`config.mk`:
```
export PLATFORM = sky130hd
export DESIGN_NAME = hfid_divider
export DESIGN_NICKNAME = d
export VERILOG_FILES = /design/src/design/hfid_pkg.sv /design/src/design/hfid_divider.sv
export SDC_FILE = /design/constraint.sdc
export NUM_CORES = 1
export LEC_CHECK = 0
export BUFFER_PORTS_ARGS = -buffer_cell sky130_fd_sc_hd__buf_2
export CAP_MARGIN = 20
export CORE_MARGIN = 2
export CORE_UTILIZATION = 25
export DETAILED_ROUTE_END_ITERATION = 8
export PLACE_DENSITY = 0.5
export SLEW_MARGIN = 0
export SYNTH_ARGS = -nofsm -noshare
export SYNTH_HDL_FRONTEND = slang
export SYNTH_SLANG_ARGS = --single-unit
```
`constraint.sdc`:
```
create_clock -name aclk -period 3.9 [get_ports aclk]
set_input_delay 0.585 -clock aclk [delete_from_list [all_inputs] [get_ports aclk]]
set_output_delay 0.585 -clock aclk [all_outputs]
set_load 0.005 [all_outputs]
```
`src/design/hfid_pkg.sv`:
```
`timescale 1ns / 1ps
// Package with types, constants and arithmetic helpers of the height-field interpolator.
package hfid_pkg;

    localparam int NUM_POINTS_DEFAULT = 4096;

    localparam int POS_W      = 32;
    localparam int H_W        = 24;
    localparam int TW_W       = 16;
    localparam int IDX_W      = 12;
    localparam int CFG_ADDR_W = 1;
    localparam int CFG_DATA_W = 32;
    localparam int DIV_W      = 40;
    localparam int DIV_CNT_W  = 6;
    localparam int PROD_W     = 42;
    localparam int SHARE_W    = 25;
    localparam int SUM_W      = 26;

    localparam logic [TW_W-1:0] TILE_WIDTH_RESET = 16'd3277;

    // Raise shares in Q0.16: 0.6 and 0.2.
    localparam logic signed [TW_W:0] SHARE_MAIN = 17'sd39322;
    localparam logic signed [TW_W:0] SHARE_SIDE = 17'sd13107;

    localparam logic [CFG_ADDR_W-1:0] CFG_START_OFFSET = 1'b0;
    localparam logic [CFG_ADDR_W-1:0] CFG_TILE_WIDTH   = 1'b1;

    localparam logic [1:0] CMD_WRITE = 2'd0;
    localparam logic [1:0] CMD_QUERY = 2'd1;
    localparam logic [1:0] CMD_RAISE = 2'd2;

    localparam logic [1:0] STATUS_OK      = 2'd0;
    localparam logic [1:0] STATUS_CLAMPED = 2'd1;
    localparam logic [1:0] STATUS_SKIPPED = 2'd2;

    typedef struct packed {
        logic [1:0]              cmd;
        logic signed [POS_W-1:0] position;
        logic [IDX_W-1:0]        entry_index;
        logic signed [H_W-1:0]   value;
    } hfid_in_t;

    typedef struct packed {
        logic signed [H_W-1:0] height;
        logic [1:0]            status;
    } hfid_out_t;

    typedef struct packed {
        logic                 start;
        logic [DIV_CNT_W-1:0] count;
        logic [DIV_W-1:0]     dividend;
    } div_req_t;

    typedef struct packed {
        logic             done;
        logic [DIV_W-1:0] quotient;
        logic [TW_W-1:0]  remainder;
    } div_rsp_t;

    typedef enum logic [3:0] {
        ST_IDLE,
        ST_DIFF,
        ST_DIV_A,
        ST_CLAMP_RD,
        ST_CLAMP_CAP,
        ST_RD0,
        ST_RD1,
        ST_MUL,
        ST_DIV_B_GO,
        ST_DIV_B,
        ST_MUL_M,
        ST_MUL_S,
        ST_RMW_RD,
        ST_RMW_WR,
        ST_DONE
    } state_t;

    // Round a Q0.16-scaled product to nearest, halves toward plus infinity.
    function automatic logic signed [SHARE_W-1:0] share_round(
        input logic signed [PROD_W-1:0] p
    );
        logic signed [PROD_W-1:0] t;
        t = p + PROD_W'(32768);
        return t[PROD_W-2:TW_W];
    endfunction

    // Saturate a widened height back to 24 bits.
    function automatic logic [H_W-1:0] sat_h(input logic signed [SUM_W-1:0] v);
        logic [H_W-1:0] r;
        if (v[SUM_W-1:H_W-1] == '0 || v[SUM_W-1:H_W-1] == '1) begin
            r = v[H_W-1:0];
        end else if (v[SUM_W-1]) begin
            r = {1'b1, {(H_W-1){1'b0}}};
        end else begin
            r = {1'b0, {(H_W-1){1'b1}}};
        end
        return r;
    endfunction

endpackage

```
`src/design/hfid_divider.sv`:
```
`timescale 1ns / 1ps
// Restoring divider that retires one quotient bit per cycle.
module hfid_divider (
    input  logic                          aclk,
    input  logic                          aresetn,
    input  logic [hfid_pkg::TW_W-1:0]     divisor,
    input  hfid_pkg::div_req_t            req,
    output hfid_pkg::div_rsp_t            rsp
);
    import hfid_pkg::*;

    logic [DIV_W-1:0]     num_reg;
    logic [DIV_W-1:0]     quo_reg;
    logic [TW_W-1:0]      rem_reg;
    logic [DIV_CNT_W-1:0] cnt_reg;
    logic                 busy_reg;
    logic                 done_reg;
    logic [TW_W:0]        trial;
    logic [TW_W:0]        diff;
    logic                 fits;

    // The dividend is consumed from its top bit; the caller left-aligns it.
    assign trial = {rem_reg, num_reg[DIV_W-1]};
    assign diff  = trial - {1'b0, divisor};
    assign fits  = trial >= {1'b0, divisor};

    always_ff @(posedge aclk) begin
        if (!aresetn) begin
            busy_reg <= 1'b0;
            done_reg <= 1'b0;
            cnt_reg  <= '0;
        end else begin
            done_reg <= 1'b0;
            if (req.start) begin
                busy_reg <= 1'b1;
                cnt_reg  <= req.count;
            end else if (busy_reg) begin
                cnt_reg <= cnt_reg - DIV_CNT_W'(1);
                if (cnt_reg == DIV_CNT_W'(1)) begin
                    busy_reg <= 1'b0;
                    done_reg <= 1'b1;
                end
            end
        end
    end

    always_ff @(posedge aclk) begin
        if (req.start) begin
            num_reg <= req.dividend;
            quo_reg <= '0;
            rem_reg <= '0;
        end else if (busy_reg) begin
            num_reg <= {num_reg[DIV_W-2:0], 1'b0};
            quo_reg <= {quo_reg[DIV_W-2:0], fits};
            rem_reg <= fits ? diff[TW_W-1:0] : trial[TW_W-1:0];
        end
    end

    assign rsp.done      = done_reg;
    assign rsp.quotient  = quo_reg;
    assign rsp.remainder = rem_reg;

endmodule

```
==> results_dict.tcl, run 1 <==
set metrics [dict create \
    status "completed" \
    dp_hpwl_mm 7.966 \
    combPwrFrac_pct 16.1 \
    core.rowCount 52 \
    routabilityCongestion 0.8348 \
    wl_mm 11.41 \
    via_count 3707 \
    nNetsFinal 657 \
    final_area_um2 6207 \
    cp-end-kind "flip-flop" \
    p_int_mw 1.929 \
    wire_per_inst_um 13.46 \
    critPathKind "flip-flop to flip-flop" \
    final-hold-violation-count 0 \
    startpoint "rem_reg[8]" \
    yosysMostFrequentCell "nor2_1" \
    synthArstFlopShare_pct 0 \
    clock.fmax_ghz 0.3784 \
    switching_power_uw 697.2 \
    wl_met2_mm 5.242 \
    leakage_nw 2.745 \
    p_sw_share_pct 26.55 \
    syn-cell-area_um2 5072 \
    die_x_um 146.4 \
    io_buffers 121 \
    synth_flop_cell "dfxtp_1" \
    grt_pass1_vias 3636 \
    area_growth_pct 22.37 \
    whs_ns 0.4649 \
    arrival_ns 2.88 \
    fp.dieArea_um2 21440 \
    numCtsBuffers 9 \
    dpl_cell_area_um2 5897 \
    clock_power_share_pct 36.3 \
    yosysTopAreaCellShare_pct 25.26 \
    route.layer.met1.wl_mm 5.294 \
    coreArea_um2 20100 \
    setup_tns_ns 0 \
    synth.distinct_cells 53 \
    drv_cap 0 \
    synth-edff-count 40 \
    rsz0062_at_grt "false" \
    grt_start_max_net_pins 63 \
    grt_overflow 0 \
    synth.ff_latch_count 104 \
    syn_nets 548 \
    slew_headroom_pct 35.53 \
    post-cts-setup-buffers 0 \
    die_height_um 146.4 \
    setup_violations 0 \
    grt_pass1_wl_mm 18.37 \
    p_per_area_nw_per_um2 423.0 \
    yosysSeqAreaShare_pct 48.94 \
    initialDrtViolationCount 106 \
    fin_util_pct 30.88 \
    synth_common_cells "75 x nor2_1, 64 x dfxtp_1, 51 x mux2i_1" \
    clkTransAtPathRegs_ns 0.07 \
    cts_max_level 3 \
    avgSynthCellArea_um2 10.93 \
    vias_per_cell 4.371 \
    antenna_found_initial 0 \
    power_frac_seq_pct 47.6 \
    hold_path_class "input pin to flip-flop" \
    start_util_pct 25.23 \
    clock-sinks 104 \
    path_cells "ha_1 -> nand4_1 -> a2111oi_2 -> o21ai_2 -> buf_16 -> or4b_1 -> o311ai_0" \
    seqCellArea_um2 2486 \
    grt.total_usage_pct 10.70 \
    root_buffer "clkbuf_16" \
    cts_tree "done" \
    ctsHoldBuffers 0 \
    ir_drop_mv 0.2015 \
    ctsResizeCount 0 \
    finalCritPeriodShare_pct 67.77 \
    cp_slowest_stage_delay_ns 0.46 \
    routed-wl-met3_um 682 \
    required_ns 4.14 \
    synthCells 464 \
    drc 0 \
    hp-start "req[44]" \
    slowest_stage "a2111oi_2" \
    skew_ns 0.006495 \
    cp_max_fo 15 \
    fill_cells 2085 \
    ys_warn_count 0 \
    netlist.top_cell.by_area "dfxtp_1" \
    top_layer "met4" \
    slew_violations 0 \
    n_antenna_cell 0 \
    synthTopCellsByArea "dfxtp_1 25%, edfxtp_1 24%, mux2i_1 10%" \
    period_needed_ns 2.643 \
    cp-start-kind "flip-flop" \
    drive_gt1_share_pct 32.53 \
    postRouteAntennaNets 0 \
    firstDrtPassIters 6 \
    clk_latency_ns 0.35 \
    io_pins 122 \
    cts_max_path_buffers 2 \
    r2r-start "rem_reg[8]" \
    multi_input_area_um2 2336 \
    worstMarginPinSlew_ns 0.9670 \
]
routing by layer:
layer / up-vias / track usage, %
met5: - / 0
met4: 0 / 4.515
met3: 12 / 3.156
met2: 98 / 17.38
met1: 1738 / 13.26
li1: 1859 / -
layout make-up:
type | instances | share of cell area, %
Sequential cell | 104 | 40.05
Tap cell | 270 | 5.442
Timing Repair Buffer | 124 | 10.48
Inverter | 23 | 1.391
Multi-Input combinational cell | 311 | 37.63
Clock inverter | 6 | 0.9675
Clock buffer | 10 | 4.031
logic make-up after synthesis:
logic type / share of synthesized area, %
AOI/OAI and AO/OA: 8.436
xor gates and xnor gates: 3.281
adders and majority gates: 4.835
buffers and inverters: 5.007
DFF: 48.94
muxes: 18.72
and+or+nand+nor: 10.78
power groups by stage:
| stage | Combinational [mW] | Clock, mW | Sequential, mW |
|---|---|---|---|
| after detailed placement | 0.426 | 0 | 1.28 |
| final | 0.423 | 0.953 | 1.25 |
| after global routing | 0.470 | 1.03 | 1.26 |
| after CTS | 0.427 | 0.996 | 1.25 |
| after floorplan | 0.329 | 0 | 1.26 |
| after global placement | 0.408 | 0 | 1.27 |
worst paths after layout:
check	end	slack (ns)	cells after the start
setup / recovery	rem_reg[1]	1.26	7
hold / removal	cnt_reg[4]	0.46	3
setup reg to reg	rem_reg[1]	1.26	7
hold reg to reg	quo_reg[39]	0.49	2
stage by stage:
stage | power [mW] | instances | setup slack (ns)
global placement | 1.682 | 831 | 0.8058
finish | 2.626 | 848 | 1.257
CTS | 2.674 | 848 | 1.257
floorplan | 1.585 | 464 | 1.295
global route | 2.765 | 848 | 1.077
detailed placement | 1.701 | 832 | 0.9085
critical path: cells and delay by family (launching register included):
family / cells / cell delay [ns]
compound gates: 3 / 0.80
simple gates: 2 / 0.73
fa+ha+maj: 1 / 0.42
flops: 1 / 0.35
buf+inv: 1 / 0.22
cells in the final DEF (no fill, tap or decap), types with 4 or more instances in the layout:
master	synthesis	final
nor2_1	75	75
edfxtp_1	40	40
xor2_1	4	4
mux2_2	39	39
inv_1	23	23
nor3_1	7	7
buf_2	0	120
nand2_1	12	12
dfxtp_1	64	63
ha_1	18	18
a21oi_1	17	17
nor2b_1	4	4
mux2i_1	51	51
o21ai_0	5	5
nand4_1	4	4
xnor2_1	15	15
nand3_1	4	4
a211oi_1	15	15
clkbuf_16	0	10
Note: power is estimated with default switching activity, not from simulation.
==> inputs of run 2 (changes only) <==
==> constraint.sdc (replaced) <==
create_clock -name aclk -period 2.7 [get_ports aclk]
set_input_delay 0.405 -clock aclk [delete_from_list [all_inputs] [get_ports aclk]]
set_output_delay 0.405 -clock aclk [all_outputs]
set_load 0.005 [all_outputs]
==> results_dict.tcl, run 2 (synthesized netlist as in run 1, its figures left out) <==
set metrics [dict create \
    clock.fmax_ghz 0.4011 \
    core.rowCount 52 \
    min_to "cnt_reg[1]" \
    setup_tns_ns 0 \
    layout_common_cells "120 x buf_2, 75 x nor2_1, 63 x dfxtp_1" \
    ctsResizeCount 0 \
    ctsHoldBuffers 0 \
    power_frac_seq_pct 47.5 \
    setup_violations 0 \
    drv_cap 0 \
    grt.total_usage_pct 10.96 \
    io_buffers 121 \
    via_count 3812 \
    postRouteAntennaNets 0 \
    clk_latency_ns 0.35 \
    multi_input_area_um2 2337 \
    rsz0062_at_grt "false" \
    cp-start-kind "flip-flop" \
    vias_per_cell 4.433 \
    final-hold-violation-count 0 \
    clkTransAtPathRegs_ns 0.08 \
    required_ns 2.95 \
    instances_no_fill 860 \
    dpl_cell_area_um2 6005 \
    grt_overflow 0 \
    grt_pass1_vias 3856 \
    drive_gt1_share_pct 33.90 \
    firstDrtPassIters 5 \
    switching_power_mw 1.036 \
    hp-start "req[41]" \
    r2r-start "rem_reg[13]" \
    place_inst 844 \
    initialDrtViolationCount 167 \
    fill_cells 2112 \
    worstMarginPinSlew_ns 0.7240 \
    clock_power_share_pct 35.6 \
    post-cts-setup-buffers 0 \
    status "completed" \
    r2r-end "rem_reg[7]" \
    clock-sinks 104 \
    cp_max_fo 14 \
    io_pins 122 \
    coreArea_um2 20100 \
    finalCritPeriodShare_pct 92.33 \
    min_path_cells 3 \
    r2r_cells 8 \
    final_common_cell "buf_2" \
    n_antenna_cell 0 \
    drc 0 \
    seqCellArea_um2 2486 \
    ir_drop_mv 0.3064 \
    arrival_ns 2.74 \
    dp_hpwl_mm 8.238 \
    area_growth_pct 24.42 \
    slew_headroom_pct 51.74 \
    wl_mm 11.66 \
    fin_util_pct 31.39 \
    slew_violations 0 \
    die_x_um 146.4 \
    numCtsBuffers 9 \
    antenna_found_initial 0 \
    hold_path_class "input pin to flip-flop" \
    p_per_area_nw_per_um2 601.9 \
    period_needed_ns 2.493 \
    skew_ns 0.008704 \
    reg2reg_slack_ns 0.21 \
    grt_pass1_wl_mm 19.10 \
    critPathKind "flip-flop to flip-flop" \
    combPwrFrac_pct 16.9 \
    start_util_pct 25.23 \
    p_int_mw 2.762 \
    nNetsFinal 669 \
    cts_max_level 3 \
    cts_max_path_buffers 2 \
    die_height_um 146.4 \
    wire_per_inst_um 13.55 \
    cp-end-kind "flip-flop" \
    routabilityCongestion 0.8557 \
    root_buffer "clkbuf_16" \
    final_area_um2 6311 \
    p_sw_share_pct 27.28 \
    grt_start_max_net_pins 63 \
    fp.dieArea_um2 21440 \
    leakage_nw 2.806 \
    cts_tree "done" \
]
## run 2: area by class of cell
class / instances / share of cell area (%)
repair buffers: 136 / 12.01
clock inverters: 7 / 1.269
multi-input cells: 311 / 37.03
flip-flops and latches: 104 / 39.39
well taps: 270 / 5.353
clock buffers: 9 / 3.569
inverters: 23 / 1.368
## run 2: worst max-delay path by stage
stage | cells past startpoint | to | start | slack (ns)
3_5_place_dp | 10 | rem_reg[2] | divisor[14] | 0.03
3_3_place_gp | 10 | rem_reg[14] | divisor[14] | 0.06
4_1_cts | 8 | rem_reg[2] | rem_reg[13] | 0.22
2_1_floorplan | 9 | rem_reg[3] | divisor[14] | 0.27
5_1_grt | 10 | rem_reg[14] | num_reg[39] | 0.03
6_report | 8 | rem_reg[7] | rem_reg[13] | 0.21
## run 2: routing by layer
metal  part of all wire, %  track usage, %  vias to the layer above
met2                    47           17.92                      108
li1                      -               -                     1893
met3                   6.0           3.625                       11
met4                   1.2           3.544                        0
met5                     0               0                        -
met1                    46           13.69                     1800
## run 2: per-stage QoR
| step | power [mW] | setup slack [ns] | hold slack [ns] |
|---|---|---|---|
| 3_5_place_dp | 2.488 | 0.03135 | 0.4917 |
| 4_1_cts | 3.866 | 0.2164 | 0.2700 |
| 2_1_floorplan | 2.289 | 0.2749 | 0.4854 |
| 3_3_place_gp | 2.474 | 0.06302 | 0.4700 |
| 5_1_grt | 4.012 | 0.03333 | 0.2918 |
| 6_report | 3.798 | 0.2071 | 0.2936 |
## run 2: power groups by stage
stage / clock network, mW / logic [mW] / registers (mW)
CTS: 1.41 / 0.648 / 1.81
global route: 1.48 / 0.710 / 1.82
global placement: 0 / 0.635 / 1.84
finish: 1.35 / 0.641 / 1.81
detailed placement: 0 / 0.645 / 1.84
floorplan: 0 / 0.475 / 1.81
## run 2: critical path: stages (launching register included)
cell,delay [ns]
dfxtp_1,0.39
ha_1,0.28
a21o_1,0.21
a211o_1,0.32
or4_4,0.54
o21ai_2,0.13
buf_12,0.19
nor3b_1,0.06
nor4_1,0.27
==> inputs of run 3 (changes only) <==
==> constraint.sdc (replaced) <==
create_clock -name aclk -period 2.7 [get_ports aclk]
set_input_delay 0.27 -clock aclk [delete_from_list [all_inputs] [get_ports aclk]]
set_output_delay 0.27 -clock aclk [all_outputs]
set_load 0.005 [all_outputs]
==> results_dict.tcl, run 3 (synthesized netlist as in run 1, its figures left out) <==
set metrics [dict create \
    hold_path_class "input pin to flip-flop" \
    clock.fmax_ghz 0.3887 \
    drive_gt1_share_pct 33.39 \
    r2r_cells 8 \
    dpl_cell_area_um2 5957 \
    reg2reg_slack_ns 0.13 \
    n_antenna_cell 0 \
    slew_violations 0 \
    numCtsBuffers 9 \
    skew_ns 0.007376 \
    ctsHoldBuffers 0 \
    status "completed" \
    cp-start-kind "flip-flop" \
    grt_overflow 0 \
    routabilityCongestion 0.8572 \
    drc 0 \
    grt_pass1_wl_mm 18.62 \
    grt.total_usage_pct 10.89 \
    min_to "cnt_reg[4]" \
    rsz0062_at_grt "false" \
    finalPower_mw 3.693 \
    switching_power_uw 999.5 \
    ir_drop_mv 0.2804 \
    finalCritPeriodShare_pct 95.29 \
    combPwrFrac_pct 17.3 \
    required_ns 2.91 \
    slowest_stage "or4_4" \
    antenna_found_initial 0 \
    area_growth_pct 23.04 \
    p_int_mw 2.694 \
    critPathKind "flip-flop to flip-flop" \
    cp_slowest_stage_delay_ns 0.54 \
    cp_top_family "compound AO/OA/AOI/OAI gates" \
    io_buffers 121 \
    final-hold-violation-count 0 \
    cts_max_path_buffers 2 \
    final_area_um2 6241 \
    io_pins 122 \
    root_buffer "clkbuf_16" \
    r2r-end "rem_reg[11]" \
    wl_mm 11.43 \
    layout_common_cells "120 x buf_2, 75 x nor2_1, 63 x dfxtp_1" \
    cts_tree "done" \
    initialDrtViolationCount 163 \
    drv_cap 0 \
    leakage_nw 2.759 \
    vias_per_cell 4.354 \
    setup_violations 0 \
    slew_headroom_pct 56.14 \
    nNetsFinal 666 \
    firstDrtPassIters 4 \
    setup_tns_ns 0 \
    ctsResizeCount 0 \
    fp.dieArea_um2 21440 \
    p_per_area_nw_per_um2 591.8 \
    die_x_um 146.4 \
    cp-end-kind "flip-flop" \
    r2r-start "rem_reg[13]" \
    post-cts-setup-buffers 0 \
    hp-start "req[44]" \
    postRouteAntennaNets 0 \
    wire_per_inst_um 13.34 \
    grt_start_max_net_pins 49 \
    clock-sinks 104 \
    path_cells "ha_1 -> a21o_1 -> a211o_1 -> or4_4 -> o21ai_2 -> buf_6 -> mux2i_1 -> a211oi_1" \
    cts_max_level 3 \
    dp_hpwl_mm 8.252 \
    min_path_cells 3 \
    clkTransAtPathRegs_ns 0.07 \
    p_sw_share_pct 27.06 \
    period_needed_ns 2.573 \
    worstMarginPinSlew_ns 0.6578 \
    power_frac_seq_pct 48.6 \
    core.rowCount 52 \
    die_height_um 146.4 \
    coreArea_um2 20100 \
    clock_power_share_pct 34.1 \
    crit_buf_inv 1 \
    clk_latency_ns 0.35 \
    start_util_pct 25.23 \
    grt_pass1_vias 3715 \
    via_count 3731 \
    final_common_cell "buf_2" \
    arrival_ns 2.78 \
    cp_max_fo 13 \
]
[run 3: changes by cell type in the layout (fill, tap and decap cells not counted)]
cell	before	now
a2111oi_1	1	0
inv_6	3	1
buf_6	0	1
a2111oi_0	1	2
buf_4	13	11
clkinvlp_4	0	3
clkbuf_1	0	1
buf_12	3	1
bufinv_8	1	0
clkinv_8	1	0
[run 3: worst min-delay path: cells and delay by family]
| kind | cells | cell delay (ns) |
|---|---|---|
| AO/OA/AOI/OAI | 1 | 0.05 |
| AND/OR/NAND/NOR | 1 | 0.07 |
| buffers and inverters | 1 | 0.08 |
[run 3: stage by stage]
step / setup WS [ns] / utilization (%) / std cells / hold slack, ns
after floorplan: 0.3871 / - / 464 / 0.4086
after global placement: 0.1405 / 29.63 / 841 / 0.4726
after detailed placement: 0.04082 / 29.63 / 841 / 0.4760
after CTS: 0.08207 / 31.02 / 857 / 0.1451
after global routing: 0.007697 / 31.04 / 857 / 0.1676
final: 0.1272 / 31.04 / 857 / 0.1576
[run 3: metal layers]
| metal | track usage (%) | vias to the layer above | share of wire [%] |
|---|---|---|---|
| li1 | - | 1879 | - |
| met1 | 13.59 | 1753 | 46 |
| met2 | 17.78 | 88 | 47 |
| met3 | 3.406 | 11 | 5.3 |
| met4 | 3.883 | 0 | 1.6 |
| met5 | 0 | - | 0 |
[run 3: worst max-delay path by stage]
| stage | cells after the start | endpoint | from |
|---|---|---|---|
| after floorplan | 8 | rem_reg[3] | rem_reg[13] |
| after global placement | 11 | rem_reg[14] | divisor[3] |
| after detailed placement | 11 | rem_reg[11] | divisor[3] |
| after CTS | 8 | rem_reg[11] | rem_reg[13] |
| after global routing | 10 | rem_reg[14] | num_reg[39] |
| final | 8 | rem_reg[11] | rem_reg[13] |
[run 3: final cells by class]
class                           instances  area, um^2
Multi-Input combinational cell        311        2336
Clock inverter                          6       51.30
Tap cell                              270       337.8
Timing Repair Buffer                  133       714.4
Sequential cell                       104        2486
Inverter                               23       86.33
Clock buffer                           10       229.0
Fill cell                            2111       13860
[run 3: power by group through the flow]
stage | Combinational [mW] | Sequential (mW) | Clock [mW]
3_5_place_dp | 0.645 | 1.83 | 0
5_1_grt | 0.716 | 1.81 | 1.38
4_1_cts | 0.649 | 1.80 | 1.32
2_1_floorplan | 0.475 | 1.81 | 0
3_3_place_gp | 0.639 | 1.83 | 0
6_report | 0.640 | 1.79 | 1.26
